$ cat src/design/ssf_pkg.sv
`default_nettype none
package ssf_pkg;

  localparam int QUEUE_DEPTH = 2;

  localparam logic [7:0] CH_PERIOD = 8'h2E;
  localparam logic [7:0] CH_COMMA  = 8'h2C;

  localparam logic [2:0] LARGE_START = 3'd7;
  localparam logic [2:0] SMALL_DIGITS = 3'd4;
  localparam logic [2:0] SMALL_LAST  = 3'd4;
  localparam logic [2:0] LARGE_LAST  = 3'd7;
  localparam logic [2:0] COMMA_BYTE_SMALL = 3'd4;
  localparam logic [2:0] COMMA_BYTE_LARGE = 3'd6;
  localparam logic [7:0] COMMA_BASE_SMALL = 8'h04;
  localparam logic [7:0] COMMA_BASE_LARGE = 8'h20;
  localparam logic [7:0] POINT_BIT = 8'h01;

  // One finished panel image
  typedef struct packed {
    logic            six_digit;
    logic [7:0][7:0] seg;
  } img_t;

  // Bit 7 set when the character has a glyph, bits 6:0 the segment code
  function automatic logic [7:0] glyph(input logic [7:0] ch);
    logic [7:0] up;
    logic [7:0] res;
    up = ch;
    if (ch >= 8'h61 && ch <= 8'h7A) begin
      up = ch - 8'h20;
    end
    case (up)
      8'h20:   res = 8'h80;
      8'h2D:   res = 8'hC0;
      8'h30:   res = 8'hBF;
      8'h31:   res = 8'h86;
      8'h32:   res = 8'hDB;
      8'h33:   res = 8'hCF;
      8'h34:   res = 8'hE6;
      8'h35:   res = 8'hED;
      8'h36:   res = 8'hFD;
      8'h37:   res = 8'h87;
      8'h38:   res = 8'hFF;
      8'h39:   res = 8'hEF;
      8'h41:   res = 8'hF7;
      8'h42:   res = 8'hFC;
      8'h43:   res = 8'hB9;
      8'h44:   res = 8'hDE;
      8'h45:   res = 8'hF9;
      8'h46:   res = 8'hF1;
      8'h47:   res = 8'hEF;
      8'h48:   res = 8'hF6;
      8'h49:   res = 8'h86;
      8'h4A:   res = 8'h8E;
      8'h4C:   res = 8'hB8;
      8'h4E:   res = 8'hD4;
      8'h4F:   res = 8'hBF;
      8'h50:   res = 8'hF3;
      8'h53:   res = 8'hED;
      8'h54:   res = 8'hF8;
      8'h55:   res = 8'hBE;
      8'h59:   res = 8'hEE;
      default: res = 8'h00;
    endcase
    return res;
  endfunction

endpackage
`default_nettype wire

$ cat src/design/ssf_front.sv
`default_nettype none
module ssf_front (
  input  wire logic           clk,
  input  wire logic           rst,
  input  wire logic           accept,
  input  wire logic [7:0]     char_code,
  input  wire logic           layout,
  input  wire logic           is_empty,
  input  wire logic           last_char,
  output ssf_pkg::img_t       img,
  output logic                img_push
);

  logic [7:0][7:0] store;
  logic [2:0]      digit_position;
  logic            latched_layout;
  logic            panel_full;
  logic            in_string;

  logic            start;
  logic            cur_large;
  logic [2:0]      cur_pos;
  logic            cur_full;
  logic [7:0][7:0] cur_store;
  logic [7:0][7:0] store_next;
  logic [7:0]      gl;
  logic            is_period;
  logic            is_comma;
  logic            we;
  logic [2:0]      widx;
  logic [7:0]      wbits;
  logic [2:0]      digit_position_next;
  logic            panel_full_next;
  logic            emit;

  always_comb begin
    start     = is_empty | ~in_string;
    cur_large = start ? layout : latched_layout;
    cur_pos   = start ? (layout ? ssf_pkg::LARGE_START : 3'd0) : digit_position;
    cur_full  = start ? 1'b0 : panel_full;
    cur_store = start ? '0 : store;
    gl        = ssf_pkg::glyph(char_code);
    is_period = (char_code == ssf_pkg::CH_PERIOD);
    is_comma  = (char_code == ssf_pkg::CH_COMMA);

    we                  = 1'b0;
    widx                = 3'd0;
    wbits               = 8'h00;
    digit_position_next = cur_pos;
    panel_full_next     = cur_full;

    if (!is_empty && !cur_full) begin
      if (!cur_large) begin
        if (is_period && cur_pos != 3'd0) begin
          we    = 1'b1;
          widx  = cur_pos;
          wbits = ssf_pkg::POINT_BIT;
        end else if (is_comma && cur_pos != 3'd0) begin
          we    = 1'b1;
          widx  = ssf_pkg::COMMA_BYTE_SMALL;
          wbits = ssf_pkg::COMMA_BASE_SMALL >> (cur_pos - 3'd1);
        end else if (gl[7]) begin
          digit_position_next = cur_pos + 3'd1;
          if (cur_pos >= ssf_pkg::SMALL_DIGITS) begin
            panel_full_next = 1'b1;
          end else begin
            we    = 1'b1;
            widx  = cur_pos;
            wbits = {gl[6:0], 1'b0};
          end
        end
      end else begin
        if (is_period && cur_pos != ssf_pkg::LARGE_START) begin
          // leftmost large digit has no byte for its point: drop
          if (cur_pos >= 3'd2) begin
            we    = 1'b1;
            widx  = cur_pos - 3'd2;
            wbits = ssf_pkg::POINT_BIT;
          end
        end else if (is_comma && cur_pos != ssf_pkg::LARGE_START) begin
          we    = 1'b1;
          widx  = ssf_pkg::COMMA_BYTE_LARGE;
          wbits = ssf_pkg::COMMA_BASE_LARGE << (3'd6 - cur_pos);
        end else if (gl[7]) begin
          if (cur_pos <= 3'd1) begin
            digit_position_next = 3'd0;
            panel_full_next     = 1'b1;
          end else begin
            digit_position_next = cur_pos - 3'd1;
            we    = 1'b1;
            widx  = cur_pos - 3'd2;
            wbits = {gl[6:0], 1'b0};
          end
        end
      end
    end

    for (int i = 0; i < 8; i++) begin
      store_next[i] = cur_store[i] | ((we && widx == 3'(i)) ? wbits : 8'h00);
    end

    emit          = is_empty | last_char;
    img_push      = accept & emit;
    img.six_digit = cur_large;
    img.seg       = store_next;
  end

  always_ff @(posedge clk) begin
    if (rst) begin
      digit_position <= 3'd0;
      latched_layout <= 1'b0;
      panel_full     <= 1'b0;
      in_string      <= 1'b0;
    end else if (accept) begin
      digit_position <= digit_position_next;
      latched_layout <= cur_large;
      panel_full     <= panel_full_next;
      in_string      <= ~emit;
    end
  end

  always_ff @(posedge clk) begin
    if (accept) begin
      store <= store_next;
    end
  end

endmodule
`default_nettype wire

$ cat src/design/ssf_fifo.sv
`default_nettype none
module ssf_fifo #(
  parameter int DEPTH = ssf_pkg::QUEUE_DEPTH
) (
  input  wire logic          clk,
  input  wire logic          rst,
  input  wire logic          wr,
  input  wire ssf_pkg::img_t wdata,
  output logic               q_full,
  input  wire logic          rd,
  output ssf_pkg::img_t      rdata,
  output logic               q_empty
);

  localparam int PTR_W = (DEPTH > 1) ? $clog2(DEPTH) : 1;
  localparam int CNT_W = $clog2(DEPTH + 1);

  ssf_pkg::img_t entry [DEPTH];
  logic [PTR_W-1:0] wptr;
  logic [PTR_W-1:0] rptr;
  logic [CNT_W-1:0] count;
  logic             do_wr;
  logic             do_rd;

  assign q_full  = (count == CNT_W'(DEPTH));
  assign q_empty = (count == '0);
  assign do_wr   = wr & ~q_full;
  assign do_rd   = rd & ~q_empty;
  assign rdata   = entry[rptr];

  always_ff @(posedge clk) begin
    if (rst) begin
      wptr  <= '0;
      rptr  <= '0;
      count <= '0;
    end else begin
      if (do_wr) begin
        wptr <= (wptr == PTR_W'(DEPTH - 1)) ? '0 : wptr + 1'b1;
      end
      if (do_rd) begin
        rptr <= (rptr == PTR_W'(DEPTH - 1)) ? '0 : rptr + 1'b1;
      end
      if (do_wr && !do_rd) begin
        count <= count + 1'b1;
      end else if (do_rd && !do_wr) begin
        count <= count - 1'b1;
      end
    end
  end

  always_ff @(posedge clk) begin
    if (do_wr) begin
      entry[wptr] <= wdata;
    end
  end

endmodule
`default_nettype wire

$ cat src/design/ssf_back.sv
`default_nettype none
module ssf_back (
  input  wire logic          clk,
  input  wire logic          rst,
  input  wire ssf_pkg::img_t head,
  input  wire logic          q_empty,
  output logic               q_pop,
  input  wire logic          pop,
  output logic               empty,
  output logic [7:0]         seg_byte,
  output logic [2:0]         byte_index,
  output logic               last_byte
);

  logic [2:0] cnt;
  logic       take;

  always_comb begin
    empty      = q_empty;
    seg_byte   = head.seg[cnt];
    byte_index = cnt;
    last_byte  = (cnt == (head.six_digit ? ssf_pkg::LARGE_LAST : ssf_pkg::SMALL_LAST));
    take       = pop & ~q_empty;
    // release the image once its final byte leaves
    q_pop      = take & last_byte;
  end

  always_ff @(posedge clk) begin
    if (rst) begin
      cnt <= 3'd0;
    end else if (take) begin
      cnt <= last_byte ? 3'd0 : cnt + 3'd1;
    end
  end

endmodule
`default_nettype wire

$ cat src/design/seven_segment_string_formatter.sv
`default_nettype none
// Seven-segment string formatter. Feed a display string one character per
// transaction, rightmost character first, with last_char on the leftmost one
// (or is_empty for a blank string); the layout bit of a string's first
// character picks a 4-digit panel (5 segment bytes) or a 6-digit panel
// (8 bytes). A character is taken every cycle while the image queue is not
// full, with no gaps between strings. When a string ends, its finished image
// enters a queue of QUEUE_DEPTH images and its bytes appear on the result side
// one per cycle while pop is held, byte 0 first, from the cycle after the final
// character if no earlier image waits; full rises only while that image queue
// is full, which happens when strings end faster than their 5 or 8 bytes are popped.
module seven_segment_string_formatter #(
  parameter int QUEUE_DEPTH = ssf_pkg::QUEUE_DEPTH
) (
  input  wire logic       clk,
  input  wire logic       rst,
  input  wire logic       push,
  output logic            full,
  input  wire logic [7:0] char_code,
  input  wire logic       layout,
  input  wire logic       is_empty,
  input  wire logic       last_char,
  output logic            empty,
  input  wire logic       pop,
  output logic [7:0]      seg_byte,
  output logic [2:0]      byte_index,
  output logic            last_byte
);

  ssf_pkg::img_t img;
  ssf_pkg::img_t head;
  logic          img_push;
  logic          q_full;
  logic          q_empty;
  logic          q_pop;
  logic          accept;

  assign full   = q_full;
  assign accept = push & ~q_full;

  ssf_front u_front (
    .clk       (clk),
    .rst       (rst),
    .accept    (accept),
    .char_code (char_code),
    .layout    (layout),
    .is_empty  (is_empty),
    .last_char (last_char),
    .img       (img),
    .img_push  (img_push)
  );

  ssf_fifo #(
    .DEPTH (QUEUE_DEPTH)
  ) u_fifo (
    .clk     (clk),
    .rst     (rst),
    .wr      (img_push),
    .wdata   (img),
    .q_full  (q_full),
    .rd      (q_pop),
    .rdata   (head),
    .q_empty (q_empty)
  );

  ssf_back u_back (
    .clk        (clk),
    .rst        (rst),
    .head       (head),
    .q_empty    (q_empty),
    .q_pop      (q_pop),
    .pop        (pop),
    .empty      (empty),
    .seg_byte   (seg_byte),
    .byte_index (byte_index),
    .last_byte  (last_byte)
  );

endmodule
`default_nettype wire

$ cat config.mk
export PLATFORM = sky130hd
export DESIGN_NAME = seven_segment_string_formatter
export DESIGN_NICKNAME = d
export VERILOG_FILES = /design/src/design/ssf_pkg.sv /design/src/design/ssf_front.sv /design/src/design/ssf_fifo.sv /design/src/design/ssf_back.sv /design/src/design/seven_segment_string_formatter.sv
export SDC_FILE = /design/constraint.sdc
export NUM_CORES = 1
export LEC_CHECK = 0
export ABC_CLOCK_PERIOD_IN_PS = 7000
export BUFFER_PORTS_ARGS = -buffer_cell sky130_fd_sc_hd__buf_2
export CAP_MARGIN = 20
export CORE_MARGIN = 10
export CORE_UTILIZATION = 45
export CTS_CLUSTER_SIZE = 8
export DETAILED_ROUTE_END_ITERATION = 10
export SETUP_SLACK_MARGIN = 0.1
export SKIP_LAST_GASP = 1
export SLEW_MARGIN = 20
export SYNTH_ARGS = -nofsm -noshare
export SYNTH_HDL_FRONTEND = slang
export SYNTH_SLANG_ARGS = --single-unit
$ cat constraint.sdc
create_clock -name clk -period 7 [get_ports clk]
set_clock_uncertainty 0.1 [all_clocks]
set_input_delay 1.05 -clock clk [delete_from_list [all_inputs] [get_ports clk]]
set_output_delay 1.05 -clock clk [all_outputs]
set_load 0.005 [all_outputs]
* Word-level counts from Yosys, hierarchy flattened
Memory sizes are Yosys's and may differ from the RTL's. A register that Yosys moved wholly into a read port is not among the register bits.
Index checks and enable logic that the tools add are counted.
** Word-level totals
- Bits of input ports :: 15
- Register bits :: 77
- Output and inout bits :: 14
- Memories :: 2
- Memory bits (read-only) :: 1024
- Word-level logic and storage cells :: 171
- Memory bits (writable) :: 130
** Memory list
- (name not given) :: words 128, bits a word 8, rd ports 1, clocked after memory_dff 0, write ports 0, RTL line ssf_pkg.sv:33 : case (up)
- u_fifo.entry :: words 2, bits a word 65, rd ports 1, clocked after memory_dff 1, write ports 1, RTL line ssf_fifo.sv:18 : ssf_pkg::img_t entry [DEPTH];
** Operators by class
- Shift operators :: 2
- Add/sub/neg operators :: 10
- Multiplexer cells :: 79
- Reductions and logical operators :: 24
- $lt $le $gt $ge :: 6
- Eq/ne operators :: 12
- Bitwise operators :: 20
** Operators with widths (number)
- 2-to-1 mux 8 bit :: 21
- 2-to-1 mux 3 bit :: 23
- 2-to-1 mux 64 bit :: 1
- bitwise OR 8 bit :: 8
- 2-to-1 mux 1 bit :: 30
- binary-select mux 8 bit (select 3 bit) :: 1
- equality test 8 x 6 -> 1 bit, second input constant :: 2
- logical AND 1 bit :: 16
- equality test 3 bit, second input constant :: 4
- greater-or-equal comparator 8 x 7 -> 1 bit, second input constant :: 1
- less-or-equal comparator 8 x 7 -> 1 bit, second input constant :: 1
- left shift 6 x 3 -> 8 bit, first input constant :: 1
- right shift 3 x 3 -> 8 bit, first input constant :: 1
- subtractor 8 x 6 -> 8 bit, second input constant :: 1
- adder 3 x 1 -> 3 bit, second input constant :: 2
- AND 1 bit :: 6
- equality test 3 x 2 -> 1 bit, second input constant :: 2
- 2-to-1 mux 2 bit :: 3
- logical NOT 1 bit :: 4
- < comparator 3 x 4 -> 1 bit, second input constant :: 1
- NOT 1 bit :: 4
- equality test 3 x 1 -> 1 bit, second input constant :: 1
- equality test 3 bit :: 1
- greater-or-equal comparator 3 x 2 -> 1 bit, second input constant :: 1
- 15 further kinds :: 17

* Longest topological paths before layout
- Depth after elaboration :: 14
- Gate-level depth with buffers :: 16
- Mapped depth without buffers :: 12

* Cells and area by module
From an unflattened synthesis, not the netlist that was laid out.
** Second synthesis, totals
- Cell total of the unflattened synthesis :: 769
- Area, all modules :: 10179.8 um2
** Modules (own cells, without submodules)
- ssf_fifo :: area each 4901.0 um2, cells an instance 227, times used 1
- ssf_front :: area each 4581.9 um2, cells an instance 487, times used 1
- ssf_back :: area each 683.2 um2, cells an instance 54, times used 1
- seven_segment_string_formatter :: area each 13.8 um2, cells an instance 1, times used 1

* Worst setup path after synthesis
No wires, ideal clock.
- Path type :: input -> register
- Start point :: input push
- End point :: memory u_fifo.entry[0][0] (netlist bit), enable pin
- Stages :: 2
- Setup slack :: 0.636 ns
- Data arrival time :: 5.696 ns
- Cell sequence :: nand2_1 > nor3_1
** Between the ends
- Longest elaborated chain between the ends :: 5
** RTL lines
- from (decl) :: RTL line seven_segment_string_formatter.sv:17 : input wire logic push,
- AND 1 bit :: RTL line seven_segment_string_formatter.sv:39 : assign accept = push & ~q_full;
- AND 1 bit :: RTL line ssf_front.sv:103 : img_push = accept & emit;
- AND 1 bit :: RTL line ssf_fifo.sv:27 : assign do_wr = wr & ~q_full;
- 2-to-1 mux 1 bit :: RTL line ssf_fifo.sv:52 : if (do_wr) begin
- 2-to-1 mux 1 bit (implied by the code) :: RTL line ssf_fifo.sv:53 : entry[wptr] <= wdata;
- to (decl) :: RTL line ssf_fifo.sv:18
Every way passes these cells.

==> reports/metrics.csv <==
stage,metric,value,unit
place,Setup WS pre-CTS,1.48,ns
floorplan,Die ar.,29400,µm²
cells_and_area,finished layout cell area,11400,µm²
synthesis,syn avg cell area,12.9,µm²
pwr,Final Power,3.06,mW
synthesis,Netlist Area Pre-Place,10300,µm²
setup_path,WP buf/inv,2,
place,Post-DP Area,10700,µm²
detailed_routing,total wire length,25600,µm
setup_path,worst-path fanout max,11,
sta,minimum clock period,5.09,ns
clock_tree,Clock Sink Count,208,
pwr,Leak,3.85,nW
pwr,Max VDD drop,176,µV
synthesis,Seq cells post-synth,208,
sta,Pins Over Slew Limit,0,
synthesis,library cells used by synthesis,80,
floorplan,Starting Density,45.6,%
setup_path,WS Path Type,input port to flip-flop,
place,routability congestion estimate,0.914,
cells_and_area,Diodes inserted,0,
global_routing,first-pass GRT wire length,40100,µm
sta,Final WS setup,1.91,ns
synthesis,"EDFF count, synth",194,
cells_and_area,Post-Layout Cell Count,1116,
detailed_routing,DRC,0,
sta,RSZ-0062 raised after global routing,false,
clock_tree,Max clock buf depth,3,
synthesis,"FFs w/ async S/R, synth",0,%
sta,Finish-stage setup viols,0,
detailed_routing,Routed WL per cell,22.9,µm
global_routing,number of global-route vias before repair,7069,
synthesis,Syn Inst Count,803,
cells_and_area,synthesis-to-finish area growth,10.9,%
setup_path,Critical Path Start Type,input port,
hold_path,min-delay worst type,flip-flop to flip-flop,
sta,Rel. slew slack,30.3,%
setup_path,"CP delay by family, top",compound AO/OA/AOI/OAI gates,
detailed_routing,via count,7120,
clock_tree,Post-CTS Setup Inserts,0,
pwr,pwr/cell area,267,nW/µm²
floorplan,Core Box Area,22600,µm²
sta,worst hold slack,0.405,ns
sta,Final Cycle Share,72.7,%
detailed_routing,Routed Antenna Nets,0,
synthesis,syn nets,840,
sta,achievable frequency,196,MHz
cells_and_area,"leading cell type in the layout, fill and taps excluded",edfxtp_1,
setup_path,CP max-delay cell,o2111ai_1,
synthesis,Yosys Warn Count,0,
floorplan,width of the chip,172,µm
synthesis,sequential element share of the synthesized area,59.1,%
clock_tree,later-pin clock latency in the skew report,0.52,ns
floorplan,Rows,55,
clock_tree,root buf cell,clkbuf_16,
synthesis,Synth Flop Type,edfxtp_1,
clock_tree,CTS tree,built,
cells_and_area,Layout Nets,858,
setup_path,crit-path cells,buf_2 -> nand2b_1 -> a21boi_2 -> inv_2 -> ha_1 -> ha_1 -> nor4b_2 -> nand2_1 -> a221oi_1 -> a211oi_1 -> o41ai_4 -> o2111ai_1 -> o21ai_1,
place,# placed instances,1074,
place,I/O Buffers,28,
clock_tree,hold_buf cts,0,
outcome,outcome,"finished, final reports clean",
setup_path,"most used cell, CP",ha_1,
place,DP HPWL,16200,µm
clock_tree,register clock-pin slew on the reported worst setup and hold paths,0.05,ns
sta,worst-margin pin slew,1.05,ns
cells_and_area,Final Core Density,50.6,%
sta,Final Hold Fails,0,
global_routing,largest net degree at the start of global routing,69,
clock_tree,# resized after CTS,0,
global_routing,total gr overflow,0,
setup_path,Worst Setup End Kind,flip-flop,
detailed_routing,drt pass-1 iters,5,
global_routing,initial antenna violation count,0,
detailed_routing,DR iter-0 viols,788,
detailed_routing,Vias/cell,6.38,
clock_tree,Inserted Clock Buffers,29,
setup_path,CP arrival,5.30,ns
cells_and_area,most frequent cells in the layout,"edfxtp_1 (194), nand2_1 (75), mux2i_1 (41)",
global_routing,GRT Overall Usage,17.2,%
cells_and_area,share of layout cells above drive strength 1,14.3,%
setup_path,Crit path required time,7.21,ns
floorplan,IO Count,29,
setup_path,Worst path max stage delay,0.62,ns
job,Max-cap violations,0,
floorplan,Vert. Die Dim,172,µm
sta,Setup TNS Final,0,ns
clock_tree,H-tree depth,1,
cell usage after synthesis, drive strengths merged (19+ instances only):
| library cell | n | area, µm² |
|---|---|---|
| a21oi | 28 | 140 |
| a32o | 19 | 190 |
| buf | 24 | 145 |
| clkbuf | 25 | 93.8 |
| edfxtp | 194 | 5830 |
| ha | 22 | 275 |
| inv | 21 | 78.8 |
| mux2i | 41 | 410 |
| nand2 | 75 | 282 |
| nor2 | 39 | 151 |
| o21ai | 50 | 250 |
| o31ai | 37 | 298 |
power breakdown:
group | switching, mW | internal (mW) | total (mW)
clock | 0.464 | 0.743 | 1.21
combinational | 0.240 | 0.114 | 0.354
sequential | 0.0304 | 1.46 | 1.49
cell families after synthesis:
family	after synthesis	share of synthesized area (%)
AO/OA/AOI/OAI	237	17.3
XOR/XNOR	6	0.509
adder cells (fa/ha/maj)	22	2.67
buffers and inverters	70	3.08
flip-flops	208	59.1
multiplexers	59	7.68
AND/OR/NAND/NOR	201	9.68
worst paths after layout:
| kind | from | end | slack [ns] | cells after the start |
|---|---|---|---|---|
| max | is_empty | u_front.store[50] | 1.91 | 13 |
| min | u_front.panel_full | u_front.panel_full | 0.41 | 2 |
| max reg2reg | u_front.in_string | u_front.store[50] | 2.15 | 12 |
| min reg2reg | u_front.panel_full | u_front.panel_full | 0.41 | 2 |
sequential cells by signal, indices dropped and copies added (netlist names), 2 cells and up, named ones only:
register and cells:
u_front.store 64, u_fifo.entry 130, u_fifo.count 2, u_front.digit_position 3
u_back.byte_index 3
worst reg2reg max path: stages, from the launching register on:
cell and delay [ns]:
dfxtp_1 0.50, nand2b_1 0.28, a21boi_2 0.53, inv_2 0.18, ha_1 0.27, ha_1 0.23
nor4b_2 0.40, nand2_1 0.16, a221oi_1 0.28, a211oi_1 0.17, o41ai_4 0.49, o2111ai_1 0.63
o21ai_1 0.44
area by class of cell:
| cell class | instances | area [µm²] |
|---|---|---|
| Tap cell | 285 | 357 |
| Sequential cell | 208 | 6110 |
| Timing Repair Buffer | 36 | 208 |
| Inverter | 21 | 78.8 |
| Clock buffer | 40 | 767 |
| Multi-Input combinational cell | 525 | 3920 |
| Fill cell | 1943 | 11200 |
| Clock inverter | 1 | 8.76 |
layer usage:
| layer | part of all wire [%] | GRT usage, % | routed length (µm) |
|---|---|---|---|
| met1 | 43 | 23.0 | 11100 |
| met2 | 49 | 28.4 | 12600 |
| met3 | 5.5 | 2.25 | 1400 |
| met4 | 1.9 | 5.10 | 480 |
| met5 | 0 | 0 | 0 |
Note: power is estimated with default switching activity, not from simulation.
